<file path="src/rtl/tpq_pkg.sv">
// Shared constants and types for the two-class priority queue.
// Depends on nothing; used by the interfaces, the cells, the top level and the checker.
package tpq_pkg;

    localparam int DEPTH_DEF      = 16;
    localparam int DATA_WIDTH_DEF = 32;
    localparam int WORD_W         = 32;
    localparam int MODE_W         = 2;
    localparam int STATUS_W       = 2;
    localparam int CNT_W_DEF      = 5;

    // request modes
    localparam logic [MODE_W-1:0] MODE_NORMAL = 2'd0;
    localparam logic [MODE_W-1:0] MODE_PRIO   = 2'd1;
    localparam logic [MODE_W-1:0] MODE_DEQ    = 2'd2;

    // result status codes
    localparam logic [STATUS_W-1:0] ST_OK    = 2'd0;
    localparam logic [STATUS_W-1:0] ST_EMPTY = 2'd1;
    localparam logic [STATUS_W-1:0] ST_FULL  = 2'd2;

    // per-cycle command broadcast along the cell row
    typedef struct packed {
        logic insert;   // open a gap at the insert position and load the word there
        logic remove;   // shift every cell one place towards the head
    } tpq_ctrl_t;

endpackage

</file>
<file path="src/rtl/tpq_req_if.sv">
// Request channel of the two-class priority queue: mode and data word.
// Depends on tpq_pkg.
interface tpq_req_if;
    logic                       valid;
    logic                       ready;
    logic [tpq_pkg::MODE_W-1:0] mode;
    logic [tpq_pkg::WORD_W-1:0] in_word;

    modport source (output valid, output mode, output in_word, input ready);
    modport sink   (input valid, input mode, input in_word, output ready);
endinterface

</file>
<file path="src/rtl/tpq_rsp_if.sv">
// Result channel of the two-class priority queue: word, status and fill level.
// Depends on tpq_pkg; CNT_W must match the queue's count width.
interface tpq_rsp_if #(
    parameter int CNT_W = tpq_pkg::CNT_W_DEF
);
    logic                         valid;
    logic                         ready;
    logic [tpq_pkg::WORD_W-1:0]   out_word;
    logic                         out_valid;
    logic [tpq_pkg::STATUS_W-1:0] status;
    logic                         now_empty;
    logic [CNT_W-1:0]             held_total;

    modport source (output valid, output out_word, output out_valid, output status,
                    output now_empty, output held_total, input ready);
    modport sink   (input valid, input out_word, input out_valid, input status,
                    input now_empty, input held_total, output ready);
endinterface

</file>
<file path="src/rtl/tpq_cell.sv">
// One slot of the ordered store: holds a word, takes it from a neighbour or the input.
// Depends on tpq_pkg.
module tpq_cell #(
    parameter int IDX_W = 4,
    parameter int IDX   = 0,
    parameter int W     = 32
) (
    input  logic               clk,
    input  tpq_pkg::tpq_ctrl_t ctrl,
    input  logic [IDX_W-1:0]   pos,
    input  logic [W-1:0]       load_word,
    input  logic [W-1:0]       left_word,
    input  logic [W-1:0]       right_word,
    output logic [W-1:0]       word
);

    localparam logic [IDX_W-1:0] MY_POS = IDX_W'(IDX);

    logic [W-1:0] word_reg;
    logic [W-1:0] word_next;

    always_comb
    begin
        word_next = word_reg;
        if (ctrl.remove)
        begin
            word_next = right_word;
        end
        else if (ctrl.insert)
        begin
            if (MY_POS == pos)
            begin
                word_next = load_word;
            end
            else if (MY_POS > pos)
            begin
                word_next = left_word;
            end
        end
    end

    always_ff @(posedge clk)
    begin
        word_reg <= word_next;
    end

    assign word = word_reg;

endmodule

</file>
<file path="src/rtl/two_class_priority_fifo.sv">
// Two-class priority queue; a single result register parts the two sides.
// Throughput: one request per cycle while that register is free or being drained.
// Each request is finished in the cycle it is accepted by the row of DEPTH slot cells.
// Reset (rst_n, asynchronous, active low) clears both counts and the result valid flag;
// slot contents are not cleared and are only ever read below the held count.
// Depends on tpq_pkg, tpq_req_if, tpq_rsp_if and tpq_cell.
module two_class_priority_fifo #(
    parameter int DEPTH      = tpq_pkg::DEPTH_DEF,
    parameter int DATA_WIDTH = tpq_pkg::DATA_WIDTH_DEF
) (
    input  logic        clk,
    input  logic        rst_n,
    tpq_req_if.sink     req,
    tpq_rsp_if.source   rsp
);

    // Counts must hold DEPTH itself; slot positions need only index the row.
    localparam int CNT_W   = $clog2(DEPTH + 1);
    localparam int IDX_W   = $clog2(DEPTH);
    // Words are kept to 32 bits and to DATA_WIDTH, whichever is narrower.
    localparam int STORE_W = (DATA_WIDTH < tpq_pkg::WORD_W) ? DATA_WIDTH : tpq_pkg::WORD_W;

    // Counts: urgent words sit in slots below urgent_reg, normal words up to total_reg.
    logic [CNT_W-1:0] total_reg;
    logic [CNT_W-1:0] total_next;
    logic [CNT_W-1:0] urgent_reg;
    logic [CNT_W-1:0] urgent_next;

    // Result register
    logic                         rsp_valid_reg;
    logic                         rsp_valid_next;
    logic [tpq_pkg::WORD_W-1:0]   word_reg;
    logic [tpq_pkg::WORD_W-1:0]   word_next;
    logic                         hit_reg;
    logic                         hit_next;
    logic [tpq_pkg::STATUS_W-1:0] status_reg;
    logic [tpq_pkg::STATUS_W-1:0] status_next;
    logic                         empty_reg;
    logic [CNT_W-1:0]             held_reg;

    logic               req_fire;
    logic               is_enq;
    logic               is_deq;
    logic               full;
    logic               empty;
    tpq_pkg::tpq_ctrl_t ctrl;
    logic [IDX_W-1:0]   pos;
    logic [STORE_W-1:0] load_word;
    logic [STORE_W-1:0] cell_word [DEPTH];

    // Take a new request whenever the result register is free or being drained.
    assign req.ready = !rsp_valid_reg || rsp.ready;
    assign req_fire  = req.valid && req.ready;

    assign is_enq = (req.mode == tpq_pkg::MODE_NORMAL) || (req.mode == tpq_pkg::MODE_PRIO);
    assign is_deq = (req.mode == tpq_pkg::MODE_DEQ);
    assign full   = (total_reg == CNT_W'(DEPTH));
    assign empty  = (total_reg == '0);

    assign ctrl.insert = req_fire && is_enq && !full;
    assign ctrl.remove = req_fire && is_deq && !empty;

    // A priority word goes behind the last urgent word; a normal one at the tail.
    // Both counts stay below DEPTH whenever an insert can happen, so the slice is safe.
    assign pos = (req.mode == tpq_pkg::MODE_PRIO) ? urgent_reg[IDX_W-1:0]
                                                   : total_reg[IDX_W-1:0];
    assign load_word = req.in_word[STORE_W-1:0];

    // Row of slot cells, slot 0 is the head. Each cell sees both neighbours;
    // the ends see their own word, which is never chosen there for a live slot.
    for (genvar i = 0; i < DEPTH; i++)
    begin : g_cell
        logic [STORE_W-1:0] left_w;
        logic [STORE_W-1:0] right_w;

        if (i == 0)
        begin : g_head
            assign left_w = cell_word[i];
        end
        else
        begin : g_body_l
            assign left_w = cell_word[i-1];
        end

        if (i == DEPTH - 1)
        begin : g_tail
            assign right_w = cell_word[i];
        end
        else
        begin : g_body_r
            assign right_w = cell_word[i+1];
        end

        tpq_cell #(
            .IDX_W (IDX_W),
            .IDX   (i),
            .W     (STORE_W)
        ) u_cell (
            .clk        (clk),
            .ctrl       (ctrl),
            .pos        (pos),
            .load_word  (load_word),
            .left_word  (left_w),
            .right_word (right_w),
            .word       (cell_word[i])
        );
    end

    // Count updates and the result of this request.
    always_comb
    begin
        total_next  = total_reg;
        urgent_next = urgent_reg;
        word_next   = '0;
        hit_next    = 1'b0;
        status_next = tpq_pkg::ST_OK;

        if (ctrl.insert)
        begin
            total_next = total_reg + CNT_W'(1);
            if (req.mode == tpq_pkg::MODE_PRIO)
            begin
                urgent_next = urgent_reg + CNT_W'(1);
            end
        end
        else if (ctrl.remove)
        begin
            total_next = total_reg - CNT_W'(1);
            word_next  = tpq_pkg::WORD_W'(cell_word[0]);
            hit_next   = 1'b1;
            // Drop the priority marker with the word it covered.
            if (urgent_reg != '0)
            begin
                urgent_next = urgent_reg - CNT_W'(1);
            end
        end

        if (is_enq && full)
        begin
            status_next = tpq_pkg::ST_FULL;
        end
        else if (is_deq && empty)
        begin
            status_next = tpq_pkg::ST_EMPTY;
        end
    end

    // Hold the result until taken; refill it on each accepted request.
    always_comb
    begin
        rsp_valid_next = rsp_valid_reg;
        if (req_fire)
        begin
            rsp_valid_next = 1'b1;
        end
        else if (rsp.ready)
        begin
            rsp_valid_next = 1'b0;
        end
    end

    always_ff @(posedge clk or negedge rst_n)
    begin
        if (!rst_n)
        begin
            total_reg     <= '0;
            urgent_reg    <= '0;
            rsp_valid_reg <= 1'b0;
        end
        else
        begin
            total_reg     <= total_next;
            urgent_reg    <= urgent_next;
            rsp_valid_reg <= rsp_valid_next;
        end
    end

    // Result payload: no reset needed.
    always_ff @(posedge clk)
    begin
        if (req_fire)
        begin
            word_reg   <= word_next;
            hit_reg    <= hit_next;
            status_reg <= status_next;
            empty_reg  <= (total_next == '0);
            held_reg   <= total_next;
        end
    end

    assign rsp.valid      = rsp_valid_reg;
    assign rsp.out_word   = word_reg;
    assign rsp.out_valid  = hit_reg;
    assign rsp.status     = status_reg;
    assign rsp.now_empty  = empty_reg;
    assign rsp.held_total = held_reg;

endmodule

</file>
<file path="src/flat_wrapper.sv">
// flat-port wrapper written by rule: the top's interface ports become plain ports
module two_class_priority_fifo_flat 
#(
    parameter int DEPTH      = tpq_pkg::DEPTH_DEF,
    parameter int DATA_WIDTH = tpq_pkg::DATA_WIDTH_DEF
)
  (clk, rst_n, req_valid, req_mode, req_in_word, req_ready, rsp_valid, rsp_out_word, rsp_out_valid, rsp_status, rsp_now_empty, rsp_held_total, rsp_ready);
  tpq_req_if req_i ();
  tpq_rsp_if #(.CNT_W((5))) rsp_i ();
  input  logic clk;
  input  logic rst_n;
  input wire logic [$bits(req_i.valid)-1:0] req_valid;
  input wire logic [$bits(req_i.mode)-1:0] req_mode;
  input wire logic [$bits(req_i.in_word)-1:0] req_in_word;
  output wire logic [$bits(req_i.ready)-1:0] req_ready;
  output wire logic [$bits(rsp_i.valid)-1:0] rsp_valid;
  output wire logic [$bits(rsp_i.out_word)-1:0] rsp_out_word;
  output wire logic [$bits(rsp_i.out_valid)-1:0] rsp_out_valid;
  output wire logic [$bits(rsp_i.status)-1:0] rsp_status;
  output wire logic [$bits(rsp_i.now_empty)-1:0] rsp_now_empty;
  output wire logic [$bits(rsp_i.held_total)-1:0] rsp_held_total;
  input wire logic [$bits(rsp_i.ready)-1:0] rsp_ready;
  assign req_i.valid = req_valid;
  assign req_i.mode = req_mode;
  assign req_i.in_word = req_in_word;
  assign req_ready = req_i.ready;
  assign rsp_valid = rsp_i.valid;
  assign rsp_out_word = rsp_i.out_word;
  assign rsp_out_valid = rsp_i.out_valid;
  assign rsp_status = rsp_i.status;
  assign rsp_now_empty = rsp_i.now_empty;
  assign rsp_held_total = rsp_i.held_total;
  assign rsp_i.ready = rsp_ready;
  two_class_priority_fifo #(.DEPTH(DEPTH), .DATA_WIDTH(DATA_WIDTH)) u_core (.clk(clk), .rst_n(rst_n), .req(req_i), .rsp(rsp_i));
endmodule
</file>
<file path="config.mk">
export PLATFORM = sky130hd
export DESIGN_NAME = two_class_priority_fifo_flat
export DESIGN_NICKNAME = d
export VERILOG_FILES = /design/src/rtl/tpq_pkg.sv /design/src/rtl/tpq_req_if.sv /design/src/rtl/tpq_rsp_if.sv /design/src/rtl/tpq_cell.sv /design/src/rtl/two_class_priority_fifo.sv /design/src/flat_wrapper.sv
export SDC_FILE = /design/constraint.sdc
export NUM_CORES = 1
export LEC_CHECK = 0
export BUFFER_PORTS_ARGS = -buffer_cell sky130_fd_sc_hd__buf_2
export CAP_MARGIN = 0
export CORE_MARGIN = 2
export CORE_UTILIZATION = 30
export CTS_BUF_LIST = sky130_fd_sc_hd__clkbuf_8
export CTS_CLUSTER_DIAMETER = 80
export DETAILED_ROUTE_END_ITERATION = 7
export PLACE_DENSITY = 0.43
export SLEW_MARGIN = 20
export SYNTH_ARGS = -nofsm -noshare
export SYNTH_HDL_FRONTEND = slang
export SYNTH_HIERARCHICAL = 1
export SYNTH_SLANG_ARGS = --single-unit
</file>
<file path="constraint.sdc">
create_clock -name clk -period 5.1 [get_ports clk]
set_input_delay 1.02 -clock clk [delete_from_list [all_inputs] [get_ports clk]]
set_output_delay 1.02 -clock clk [all_outputs]
set_load 0.02 [all_outputs]
</file>
==> metrics.md, run 1 <==
| Metric | Value |
|---|---|
| EDFF count, synth | between 500 and 600 |
| Dominant cells by area after synthesis | edfxtp_1 (57%), mux2i_1 (18%), nand2_1 (6.8%) |
| CP arrival | about 4.0 ns |
| Setup TNS | 0 ns |
| Clock-pin slew on the worst setup and hold paths | about 0.06 ns |
| Post-Syn Instances | ~2500 |
| Die Span Y | roughly 320 um |
| Core ar. | 0.0967 mm2 |
| Area grow syn2layout | 11.6% |
| Post-CTS Hold Fix Bufs | 0 |
| Reg2reg path depth | 6 |
| Synth Net Count | approximately 2500 |
| Maximum number of pins on one net before global-route repair | between 150 and 200 |
| Leak Pwr | about 11 nW |
| Layout cells sized above 1 | 0.122 |
| Final Slew Violations | 0 |
| Finished Cell Area | about 0.033 mm2 |
| Max-slew headroom | 0.273 |
| RD Place Congestion | 0.743 |
| Setup-failing EPs final | 0 |
| Startpoint types | primary input |
| Top cell type by total area after synthesis | edfxtp_1 |
| Fin. Hold Viols | 0 |
| Period utilisation layout | 0.693 |
| Number of H-tree levels | 3 |
| Die Area | ~0.1 mm2 |
| Vias after detailed routing | slightly below 20000 |
| Netlist cell types | 64 |
| First-pass GRT wire length | about 120000 um |
| Post-Route WL | between 70000 and 80000 um |
| CTS Buffer Depth | 3 |
| Largest vdd supply drop | around 0.18 mV |
| Total setup buffers inserted after CTS | 0 |
| GRT Util Overall | 0.153 |
| Status | finished, final reports clean |
| # resized after CTS | 0 |
| RSZ-0062 raised after global routing | no |
| CTS Buf Count | between 100 and 150 |
| Post-synthesis cell area | between 0.02 and 0.03 mm2 |
| Vias in the first global route | slightly above 20000 |
| Antenna violations before repair | 3 |
| First-pass detailed-route iteration total | 7 |
| YS warnings | 6 |
| CTS tree | done |
| Clock root buffer | clkbuf_8 |
| Synth async-reset ratio | 0.0195 |
| Port bufs | 80 |
| Worst path required time | approximately 5.6 ns |
| Fin Clk Skew | ~0.027 ns |
| PwrDens | roughly 420 mW/mm2 |
| Top Ports | 81 |
| Critical path endpoint category | register |
| Share of the synthesized area in the top cell type | 0.567 |
| Num Clock Sinks | 564 |
| Reg2reg start | u_core/total_reg[1]$_DFF_PN0_ |
| HPWL after DPL | around 49000 um |
| GRT overflow | 0 |
| DRT iter0 DRCs | approximately 1300 |
| Main flop type after synthesis | edfxtp_1 |
| Drc violations | 0 |
| Wire per inst | 19.9 um |
| WS Path Type | primary input to register |
| Initial Util | 0.303 |
| Fmax | 0.283 GHz |
| Max FO, Critical Path | 32 |
| FF-to-FF setup slack | 1.70 ns |
| Vias per inst | 5.03 |
| Placed Area | approximately 0.031 mm2 |
| Worst R2R End | u_core/g_cell[11].u_cell/word[2]$_DFFE_PP_ |
| Number of routed nets with antenna violations | 0 |
| Row count | around 110 |
| Chip Width | 316 um |
| FF+latch count, synth | 564 |
| Max FFs per register | 512 |
| Syn Area/Cell | around 12 um2 |
| Seq/Total Area, Yosys | 0.577 |
| Layout net count | roughly 2600 |
| Worst-margin pin slew | between 1 and 1.5 ns |
| Final min period | approximately 3.5 ns |
| Worst Hold Class | primary input to async pin |
| Skew-Pair Late Insertion Delay | 0.73 ns |
| MaxCap Viol Count | 0 |
[per-stage QoR]
| stage | total power [mW] | setup slack (ns) | util | std cells | hold slack, ns |
|---|---|---|---|---|---|
| detailed placement | 9.92 | 0.815 | 0.318 | 3714 | 0.466 |
| global route | 14.6 | 1.39 | 0.338 | 3902 | 0.161 |
| CTS | 14.1 | 1.65 | 0.338 | 3901 | 0.130 |
| finish | 13.9 | 1.57 | 0.338 | 3902 | 0.191 |
| floorplan | 9.03 | 0.0764 | - | 2455 | 0.440 |
| global placement | 9.83 | 0.854 | 0.318 | 3714 | 0.465 |
[placed cells by master, fill, tap and decap left out, types with 3 or more instances in the layout]
master    netlist  layout
inv_1           8      50
dfrtp_1        11      11
xnor2_1         5       5
and4bb_2        0       6
nor2_1          8       7
o211ai_1        3       3
a21o_1         12      12
a21oi_1         5       5
mux2_4          3       3
nand4b_4        4       4
edfxtp_1      553     553
ha_1            6       6
buf_2          16      80
buf_12         24      19
nand3_1         8       8
mux2i_1       514     514
nor3_1          3       3
o21ai_0       160     158
clkbuf_8        0     113
and2_1         32      32
o21ai_1       355     355
clkinv_2        0       5
clkinv_1        1      23
nand2_1       528     528
buf_4           1      60
nor4b_4         5       5
o21ai_2         3       5
[synthesized netlist by cell type (2+ instances only)]
| library cell | n |
|---|---|
| o21ai_2 | 3 |
| and3_1 | 2 |
| and2b_1 | 2 |
| dfrtp_1 | 11 |
| nor2_1 | 8 |
| o211ai_1 | 3 |
| o21ai_0 | 160 |
| nor4b_4 | 5 |
| xor2_1 | 2 |
| nor4_1 | 2 |
| and2_1 | 32 |
| edfxtp_1 | 553 |
| nand4b_4 | 4 |
| a211oi_1 | 2 |
| o21ai_1 | 355 |
| inv_1 | 8 |
| ha_1 | 6 |
| and4bb_1 | 6 |
| buf_8 | 3 |
| a31o_2 | 2 |
| nand3_1 | 8 |
| a21oi_1 | 5 |
| a2bb2oi_1 | 2 |
| nand2b_1 | 3 |
| mux2_4 | 3 |
| a31oi_1 | 2 |
| nor3_1 | 3 |
| xnor2_1 | 5 |
| buf_2 | 16 |
| buf_6 | 30 |
| clkbuf_1 | 95 |
| mux2i_1 | 514 |
| buf_12 | 24 |
| a21o_1 | 12 |
| buf_1 | 7 |
| a21bo_2 | 2 |
| nand2_1 | 528 |
[metal layers]
layer  wire length, um  vias up  GRT usage  part of all wire
li1                  -     9229          -                 -
met1             36600     9947      0.206              0.47
met2             36900      321      0.256              0.48
met3              2360      128     0.0239             0.030
met4              1790        2     0.0426             0.023
met5                11        -          0           0.00014
[critical path: stages]
cell	delay (ns)
buf_2	0.16
and2b_1	0.28
o21ai_2	0.77
buf_4	0.34
nand4b_4	0.82
mux2i_1	0.41
o21ai_0	0.13
[final cells by class]
cell class,count,area [um2]
clock buffer,113,1560
antenna,1,2.50
sequential,564,16900
clock inverter,74,330
inverter,9,33.8
fill,9815,64000
timing repair buffer,159,1230
tap,1276,1600
multi-input combinational,1706,11000
[logic make-up (layout without fill, tap and decap cells)]
| group | after synthesis | in the layout | synth area share |
|---|---|---|---|
| buf+inv | 185 | 355 | 0.0467 |
| simple gates | 619 | 619 | 0.0950 |
| mux | 517 | 517 | 0.177 |
| compound gates | 557 | 557 | 0.0995 |
| fa+ha+maj | 6 | 6 | 0.00257 |
| flops | 564 | 564 | 0.577 |
| xor+xnor | 7 | 7 | 0.00209 |
| other cells | 0 | 1 | 0 |
[worst max path at each step]
stage | to | slack, ns | startpoint | depth (start not counted)
2_1_floorplan | u_core/g_cell[4].u_cell/word[0]$_DFFE_PP_ | 0.08 | req_mode[1] | 6
3_3_place_gp | u_core/g_cell[11].u_cell/word[2]$_DFFE_PP_ | 0.85 | req_mode[1] | 7
3_5_place_dp | u_core/g_cell[11].u_cell/word[2]$_DFFE_PP_ | 0.81 | req_mode[1] | 7
4_1_cts | u_core/g_cell[10].u_cell/word[30]$_DFFE_PP_ | 1.65 | req_mode[1] | 8
5_1_grt | u_core/g_cell[11].u_cell/word[1]$_DFFE_PP_ | 1.39 | req_mode[1] | 7
6_report | u_core/g_cell[11].u_cell/word[2]$_DFFE_PP_ | 1.57 | req_mode[1] | 7
[power by group]
group	internal (mW)	switching [mW]
clock network	2.07	1.99
registers	6.08	0.375
logic	1.30	2.04
total	9.45	4.40
Note: power is estimated with default switching activity, not from simulation.
==> run 2, diff against run 1 <==
==> constraint.sdc (replaced) <==
create_clock -name clk -period 3.3 [get_ports clk]
set_input_delay 0.66 -clock clk [delete_from_list [all_inputs] [get_ports clk]]
set_output_delay 0.66 -clock clk [all_outputs]
set_load 0.02 [all_outputs]
==> metrics.md, run 2 (synthesis results as in run 1) <==
| Metric | Value |
|---|---|
| Status | finished, final reports clean |
| Num Clock Sinks | 564 |
| CTS Buf Count | ~110 |
| DRT iter0 DRCs | approximately 1200 |
| Setup WS post-layout | around 0.54 ns |
| First-pass detailed-route iteration total | 5 |
| Initial Util | 0.303 |
| Wire per inst | 19.4 um |
| Setup-failing EPs final | 0 |
| Maximum number of pins on one net before global-route repair | between 90 and 100 |
| Fmax | roughly 0.36 GHz |
| Hold_ws | roughly 0.30 ns |
| Skew-Pair Late Insertion Delay | 0.73 ns |
| P_sw | 6.76 mW |
| Commonest non-fill, non-tap cells in the layout | edfxtp_1 (553), nand2_1 (527), mux2i_1 (514) |
| GRT met2 Usage | 0.254 |
| RD Place Congestion | around 0.72 |
| Routing usage on met3 | 0.0252 |
| PwrDens | around 650 mW/mm2 |
| Fin. Hold Viols | 0 |
| RSZ-0062 raised after global routing | no |
| MaxCap Viol Count | 0 |
| Routing usage on met1 | 0.194 |
| Internal power | about 15 mW |
| Sequential share of power | 0.464 |
| Worst Hold Class | primary input to register |
| Clock root buffer | clkbuf_8 |
| Max-slew headroom | 0.607 |
| Most common cell after layout, fill and taps aside | edfxtp_1 |
| Row count | 114 |
| GRT Max-Usage Layer | met2 |
| Post-Route WL | 75700 um |
| Setup TNS | 0 ns |
| Sw frac | 0.314 |
| Antenna violations before repair | 4 |
| Number of routed nets with antenna violations | 0 |
| CTS tree | done |
| Worst-margin pin slew | slightly below 0.6 ns |
| Fin Clk Skew | about 0.043 ns |
| Die Span Y | 316 um |
| Area grow syn2layout | 12.9% |
| Startpoint types | register |
| Largest vdd supply drop | between 0.3 and 0.4 mV |
| Layout cells sized above 1 | 0.131 |
| Vias per inst | approximately 5.0 |
| Final Slew Violations | 0 |
| Chip Width | approximately 320 um |
| WS Path Type | register to register |
| Max FO, Critical Path | 97 |
| Vias in the first global route | between 20000 and 25000 |
| Port bufs | 80 |
| HPWL after DPL | roughly 50000 um |
| Period utilisation layout | 0.836 |
| Final min period | roughly 2.8 ns |
| GRT overflow | 0 |
| Clock power frac | 0.289 |
| GRT Util Overall | 0.149 |
| First-pass GRT wire length | 117000 um |
| Clock-pin slew on the worst setup and hold paths | about 0.050 ns |
| Number of H-tree levels | 3 |
| Logic pwr share | 0.247 |
| CP arrival | between 3 and 4 ns |
| Layout net count | 2604 |
| Top Ports | a little over 80 |
| CTS Buffer Depth | 3 |
| Leak Pwr | 11.4 nW |
| Drc violations | 0 |
| Critical path endpoint category | register |
| Die Area | about 0.1 mm2 |
| # resized after CTS | 0 |
| Max FFs per register | 512 |
| Dpl ws | 0.303 ns |
| Worst path required time | 3.75 ns |
| Core ar. | approximately 0.097 mm2 |
| Vias after detailed routing | around 20000 |
-- run 2: per-layer routing --
layer  routed length (um)  part of all wire
met1                35200              0.46
met4                 1910             0.025
met2                36300              0.48
met3                 2310             0.031
met5                   28           0.00037
-- run 2: final timing paths --
check,from,to,cells past startpoint,slack (ns)
max in group asynchronous,rst_n,u_core/total_reg[4]$_DFF_PN0_,2,2.69
min,req_valid,u_core/rsp.valid$_DFFE_PN0P_,3,0.30
min reg2reg,u_core/urgent_reg[4]$_DFFE_PN0P_,u_core/urgent_reg[4]$_DFFE_PN0P_,1,0.47
max,u_core/total_reg[0]$_DFF_PN0_,u_core/g_cell[15].u_cell/word[5]$_DFFE_PP_,10,0.54
min in group asynchronous,rst_n,u_core/total_reg[3]$_DFF_PN0_,2,0.37
max reg2reg,u_core/total_reg[0]$_DFF_PN0_,u_core/g_cell[15].u_cell/word[5]$_DFFE_PP_,10,0.54
-- run 2: layout make-up --
type                            instances  area [um2]
Tap cell                             1276        1600
Antenna cell                            2        5.00
Clock inverter                         68         363
Sequential cell                       564       16900
Multi-Input combinational cell       1706       11100
Fill cell                            9719       63700
Inverter                                9        33.8
Clock buffer                          108        1490
Timing Repair Buffer                  172        1620
-- run 2: power groups by stage --
stage	Combinational (mW)	Clock, mW	Sequential, mW
3_3_place_gp	5.27	0	10.1
2_1_floorplan	4.04	0	9.91
5_1_grt	5.83	6.79	10.1
3_5_place_dp	5.39	0	10.1
6_report	5.32	6.22	9.98
4_1_cts	5.40	6.50	9.99
-- run 2: what timing repair did --
item                      CTS  global route
hold buffers                1             0
setup buffers               0             0
hold endpoints to repair   11             0
-- run 2: through the flow --
stage	utilization	instance area, um2	instances	total power [mW]
2_1_floorplan	-	29300	2455	13.9
3_3_place_gp	0.322	31200	3726	15.4
3_5_place_dp	0.322	31200	3726	15.5
4_1_cts	0.342	33000	3903	21.9
5_1_grt	0.342	33000	3905	22.7
6_report	0.342	33000	3905	21.5
-- run 2: critical path, stage by stage (launching register included) --
cell     delay (ns)
dfrtp_1        0.44
inv_1          0.19
ha_1           0.29
nor4b_4        0.49
nor4_4         0.07
buf_12         0.18
buf_12         0.18
buf_12         0.21
buf_4          0.22
nand2_1        0.06
o21ai_0        0.08
